$ cat src/assert_macros.svh
// ----------------------------------------------------------------------------
// Assertion macros
// Clocked assertion helpers. They compile to nothing when SYNTHESIS is set.
// ----------------------------------------------------------------------------
`ifndef ASSERT_MACROS_SVH
`define ASSERT_MACROS_SVH

`ifndef SYNTHESIS
`define ASSERT_PROP(label, prop, msg) \
    label: assert property (@(posedge clk) disable iff (!rst_n) prop) else $error(msg);
`define ASSERT_NEVER(label, expr, msg) \
    label: assert property (@(posedge clk) disable iff (!rst_n) !(expr)) else $error(msg);
`else
`define ASSERT_PROP(label, prop, msg)
`define ASSERT_NEVER(label, expr, msg)
`endif

`endif

$ cat src/fr90bg_ram.sv
// ----------------------------------------------------------------------------
// fr90bg_ram
// Generic simple dual-port RAM, one write port, one registered read port.
// ----------------------------------------------------------------------------
module fr90bg_ram #(
    parameter int WIDTH = 8,
    parameter int DEPTH = 256
) (
    input  logic                     clk,
    input  logic                     we,
    input  logic [$clog2(DEPTH)-1:0] waddr,
    input  logic [WIDTH-1:0]         wdata,
    input  logic [$clog2(DEPTH)-1:0] raddr,
    output logic [WIDTH-1:0]         rdata
);

    logic [WIDTH-1:0] mem [DEPTH];
    logic [WIDTH-1:0] rdata_reg;

    always_ff @(posedge clk)
    begin
        if (we)
        begin
            mem[waddr] <= wdata;
        end
        rdata_reg <= mem[raddr];
    end

    assign rdata = rdata_reg;

endmodule

$ cat config.mk
export PLATFORM = sky130hd
export DESIGN_NAME = fr90bg_ram
export DESIGN_NICKNAME = d
export VERILOG_FILES = /design/src/assert_macros.svh /design/src/fr90bg_ram.sv
export SDC_FILE = /design/constraint.sdc
export NUM_CORES = 2
export LEC_CHECK = 0
export BUFFER_PORTS_ARGS = -buffer_cell sky130_fd_sc_hd__buf_2
export CORE_MARGIN = 2
export CORE_UTILIZATION = 70
export CTS_BUF_LIST = sky130_fd_sc_hd__clkbuf_4
export DETAILED_ROUTE_END_ITERATION = 10
export PLACE_DENSITY = 0.87
export SYNTH_ARGS = -nofsm -noshare
export SYNTH_HDL_FRONTEND = slang
export SYNTH_SLANG_ARGS = --single-unit
$ cat constraint.sdc
create_clock -name clk -period 6.35 [get_ports clk]
set_input_delay 0.3175 -clock clk [delete_from_list [all_inputs] [get_ports clk]]
set_output_delay 0.3175 -clock clk [all_outputs]
set_load 0.01 [all_outputs]
[Word-level counts from Yosys, hierarchy flattened]
Memories as Yosys holds them, arrays and structs flattened. A register that Yosys moved wholly into a read port is not among the register bits.
Cells that the tools add are included.
Cells by class
  multiplexer cells: 2
Operator list (count)
  1-bit 2-to-1 mux: 2
Word-level totals
  input port bits: 26
  logic and storage cells: 3
  memories kept: 1
  RAM bits: 2048
  flip-flop bits (word level): 0
Memory list
  mem: depth 256, width 8, rd ports 1, clocked after Yosys merged registers in 1, wr ports 1, RTL line fr90bg_ram.sv:17  | logic [WIDTH-1:0] mem [DEPTH];

[Longest topological paths before layout]
  depth after elaboration: 2
  mapped depth: 11
  gate-level depth less buffers: 6

[Least setup slack after synthesis]
No wires, ideal clock.
  path kind: input port to flip-flop
  from: input raddr[0]
  to: register rdata_reg[2] (netlist: rdata[2]) (read register of mem)
  path buffers: 4
  slack: 4095 ps
  arrival time: 2124 ps
  setup time: 131 ps
  stages on the path: 9
  cells stage by stage: buf_6 buf_12 buf_8 buf_2 mux4_2 a22oi_1 a21oi_1 nor4_1 nor4_2
RTL lines
  start, declared: RTL line fr90bg_ram.sv:13  | input logic [$clog2(DEPTH)-1:0] raddr,
  end, declared: RTL line fr90bg_ram.sv:18  | logic [WIDTH-1:0] rdata_reg;

==> run summary <==
Count of mapped cells out of synthesis - 3,733
Die Width - 341 µm
Switching share of power - 23.0%
Unrepaired setup endpoints after global routing - no
Total Routing Usage GR - 37.0%
Clock sinks - 2,056
Sequential Area - 61,700 µm²
Transition time at the pin with the least slew margin - 1.56 ns
DRC violation total after the first TritonRoute iteration - 8,653
Total via count after detailed routing - 43,885
Min Clock Period, post-route - 3.33 ns
Minimum setup slack after placement - 1.88 ns
Max Clock Skew - 0.191 ns
Total die area - 116,000 µm²
Areal power density over the cells - 307 nW/µm²
Cell area after synthesis - 79,600 µm²
Routed wl met3 - 32.3 mm
Yosys warns - 0
Most common library cell in the layout ignoring fill and taps - sky130_fd_sc_hd__edfxtp_1
Worst EP arrival - 4.49 ns
Site Rows - 123
Hold Vio Cnt, Final - 0
#FFs+latches synth - 2,056
Global-route wire length before repair - 304 mm
Fraction of the yosys area taken by sequential cells - 77.5%
I/O pin count - 34
Antenna violations before repair - 12
Final #Nets - 4,138
Post-Route Setup TNS - 0 ns
Count of different cell masters after synthesis - 55
Met2 layer wire length in the routed design - 100 mm
Max FFs per register - 2,048
Worst Setup Start Kind - input port
Number of buffers inserted by hold repair at cts - 18
Buffer levels on the longest clock path - 4
Sequential share of power - 56.0%
Fin util - 77.4%
Insertion delay of the later-clocked pin in the worst-skew pair - 1.38 ns
Share of async-settable or async-resettable flops after synthesis - 0%
Port Buffers - 33
Internal power - 0.0206 W
Number of enable-type register cells in the synthesized netlist - 2,048
Violations in the final reports - max-capacitance violations, max-slew violations
Post-cts resize count - 0
CP max-delay cell - sky130_fd_sc_hd__nor4_1
Largest driver fanout on the critical path - 101
Setup Viol. Count Final - 0
Most instantiated flip-flop cell in the synthesis netlist - sky130_fd_sc_hd__edfxtp_1
Floorplan die height - 341 µm
Largest voltage drop on the vdd net - 202 µV
Clock power share - 38.9%
Relative area change from synthesis to final layout - 9.54%
Final period utilization - 52.4%
Aggregate global routing overflow - 0
H-tree levels - 5
Weighted congestion at the end of routability-driven global placement - 0.905
DRC violations left - 0
Run status - complete, but fails checks
Top cell type by total area after synthesis - sky130_fd_sc_hd__edfxtp_1
Vias in the first global route - 44,319
Highest clock rate - 300 MHz
Largest net degree at the start of global routing - 207
CP Capture Type - register
Final cell count without fillers - 5,979
Post-route setup slack - 3.02 ns
Wire length on met1 - 65.5 mm
Uppermost layer routed - met5
Filler instances - 5,298
Crit path largest cell delay - 1.31 ns
Clock-pin slew reported for the worst setup and hold paths after clock tree synthesis - 0.07 ns
Switching power - 0.00615 W
Cells taking the most area after synthesis - sky130_fd_sc_hd__edfxtp_1 (77%), sky130_fd_sc_hd__mux4_2 (13%), sky130_fd_sc_hd__mux2i_1 (1.7%)
Count of pins over their slew limit - 3
Classification of the worst setup path - input port to register
Final antenna-violating net count - 0
Syn Nets - 3,759
Number of CTS-inserted buffers - 481
Area share of the leading cell type in the synthesized netlist - 77.3%
Crit path required time - 7.51 ns
Commonest cells after routing, fill and taps aside - sky130_fd_sc_hd__edfxtp_1 (2,048), sky130_fd_sc_hd__clkbuf_4 (695), sky130_fd_sc_hd__mux4_2 (454)
Clock root buffer - sky130_fd_sc_hd__clkbuf_4
Hold WC Path Type - input port to register
Mean instance size in the synthesized netlist - 21.3 µm²
Effective utilization at floorplan - 70.6%
Multi-input gate area - 16,500 µm²
Aggregate routed wire length - 212 mm
Clock tree from TritonCTS - yes
Cells traversed along the worst timing path - buf_8, buf_12, nand3b_1, o221ai_1, a21oi_1, a21oi_1, nor4_1, nor4_2
Comb power frac - 5.1%
HPWL after DPL - 118 mm
First-pass iteration count of the detailed router - 6
Vias per cell - 7.34
Post-CTS setup buffer count - 0
Leakage power of the design - 27.4 nW
Placed instance count - 5,110
Rel. slew slack - -4.68%
Count of maximum capacitance violations - 2
Fraction of layout cells with a size suffix above 1 - 29.3%
Most common cell type on the critical path - sky130_fd_sc_hd__a21oi_1
Std-Cell Core Area - 113,000 µm²
Worst hold slack after final layout - 0.110 ns
Post-detailed-route wirelength per cell - 35.4 µm
Yosys cell counts, types with 4 or more instances:
cell type / count
sky130_fd_sc_hd__mux2i_1: 134
sky130_fd_sc_hd__mux4_2: 454
sky130_fd_sc_hd__o21ai_0: 10
sky130_fd_sc_hd__dfxtp_1: 8
sky130_fd_sc_hd__nand2b_1: 8
sky130_fd_sc_hd__a21oi_1: 96
sky130_fd_sc_hd__buf_2: 31
sky130_fd_sc_hd__nor2_1: 282
sky130_fd_sc_hd__nor2b_1: 31
sky130_fd_sc_hd__nand2_1: 33
sky130_fd_sc_hd__clkbuf_1: 111
sky130_fd_sc_hd__edfxtp_1: 2048
sky130_fd_sc_hd__buf_12: 8
sky130_fd_sc_hd__and2_1: 6
sky130_fd_sc_hd__o211ai_1: 10
sky130_fd_sc_hd__buf_8: 13
sky130_fd_sc_hd__nand4_1: 10
sky130_fd_sc_hd__a211oi_1: 16
sky130_fd_sc_hd__nand3_1: 34
sky130_fd_sc_hd__o32ai_1: 4
sky130_fd_sc_hd__a22o_1: 8
sky130_fd_sc_hd__buf_4: 27
sky130_fd_sc_hd__a22oi_1: 133
sky130_fd_sc_hd__or2_2: 4
sky130_fd_sc_hd__nor4_1: 24
sky130_fd_sc_hd__o22a_1: 5
sky130_fd_sc_hd__o221ai_1: 46
sky130_fd_sc_hd__buf_1: 22
sky130_fd_sc_hd__a221oi_1: 13
sky130_fd_sc_hd__nor3_1: 22
sky130_fd_sc_hd__o22ai_1: 28
sky130_fd_sc_hd__buf_6: 21
layer usage:
metal / track usage, % / vias to the layer above
li1: - / 16758
met1: 47.6 / 21671
met2: 57.5 / 4538
met3: 11.6 / 906
met4: 19.8 / 12
met5: 0 / -
logic make-up (layout without fill, tap and decap cells):
family | Yosys count | in the layout | synth area share, %
compound gates | 385 | 385 | 3.42
buf+inv | 235 | 961 | 1.83
flops | 2056 | 2056 | 77.5
mux | 591 | 591 | 14.6
other cells | 0 | 20 | 0
simple gates | 466 | 466 | 2.63
worst max-delay path, delay by kind of cell:
kind,cells,cell delay [ns]
simple gates,3,2.11
buf+inv,2,1.08
compound gates,3,0.74
through the flow:
step           total power [W]  instance area, µm²
3_3_place_gp            0.0165               81000
2_1_floorplan           0.0160               79600
5_1_grt                 0.0274               87100
4_1_cts                 0.0267               87100
3_5_place_dp            0.0166               81000
6_report                0.0267               87100
area by class of cell:
cell class	instances	area share [%]
Sequential cell	2056	70.8
Multi-Input combinational cell	1442	18.9
Clock buffer	695	5.99
Tap cell	1500	2.15
Timing Repair Buffer	129	1.32
Clock inverter	135	0.794
Antenna cell	20	0.0574
Inverter	2	0.00861
path summary, 6_finish.rpt:
check,from,cells after the start,slack (ns),end
worst min register to register,mem[48][0],5,1.03,rdata[0]
worst min-delay path,wdata[5],2,0.11,mem[240][5]
worst max register to register,mem[34][3],6,3.11,rdata[3]
worst max-delay path,raddr[1],8,3.02,rdata[6]
power groups by stage:
| stage | combinational [W] | clock [W] | sequential [W] |
|---|---|---|---|
| 6_report | 0.00137 | 0.0104 | 0.0150 |
| 5_1_grt | 0.00139 | 0.0110 | 0.0150 |
| 4_1_cts | 0.00132 | 0.0104 | 0.0150 |
| 3_5_place_dp | 0.00128 | 0 | 0.0153 |
| 3_3_place_gp | 0.00123 | 0 | 0.0153 |
| 2_1_floorplan | 0.000727 | 0 | 0.0153 |
Note: power is estimated with default switching activity, not from simulation.
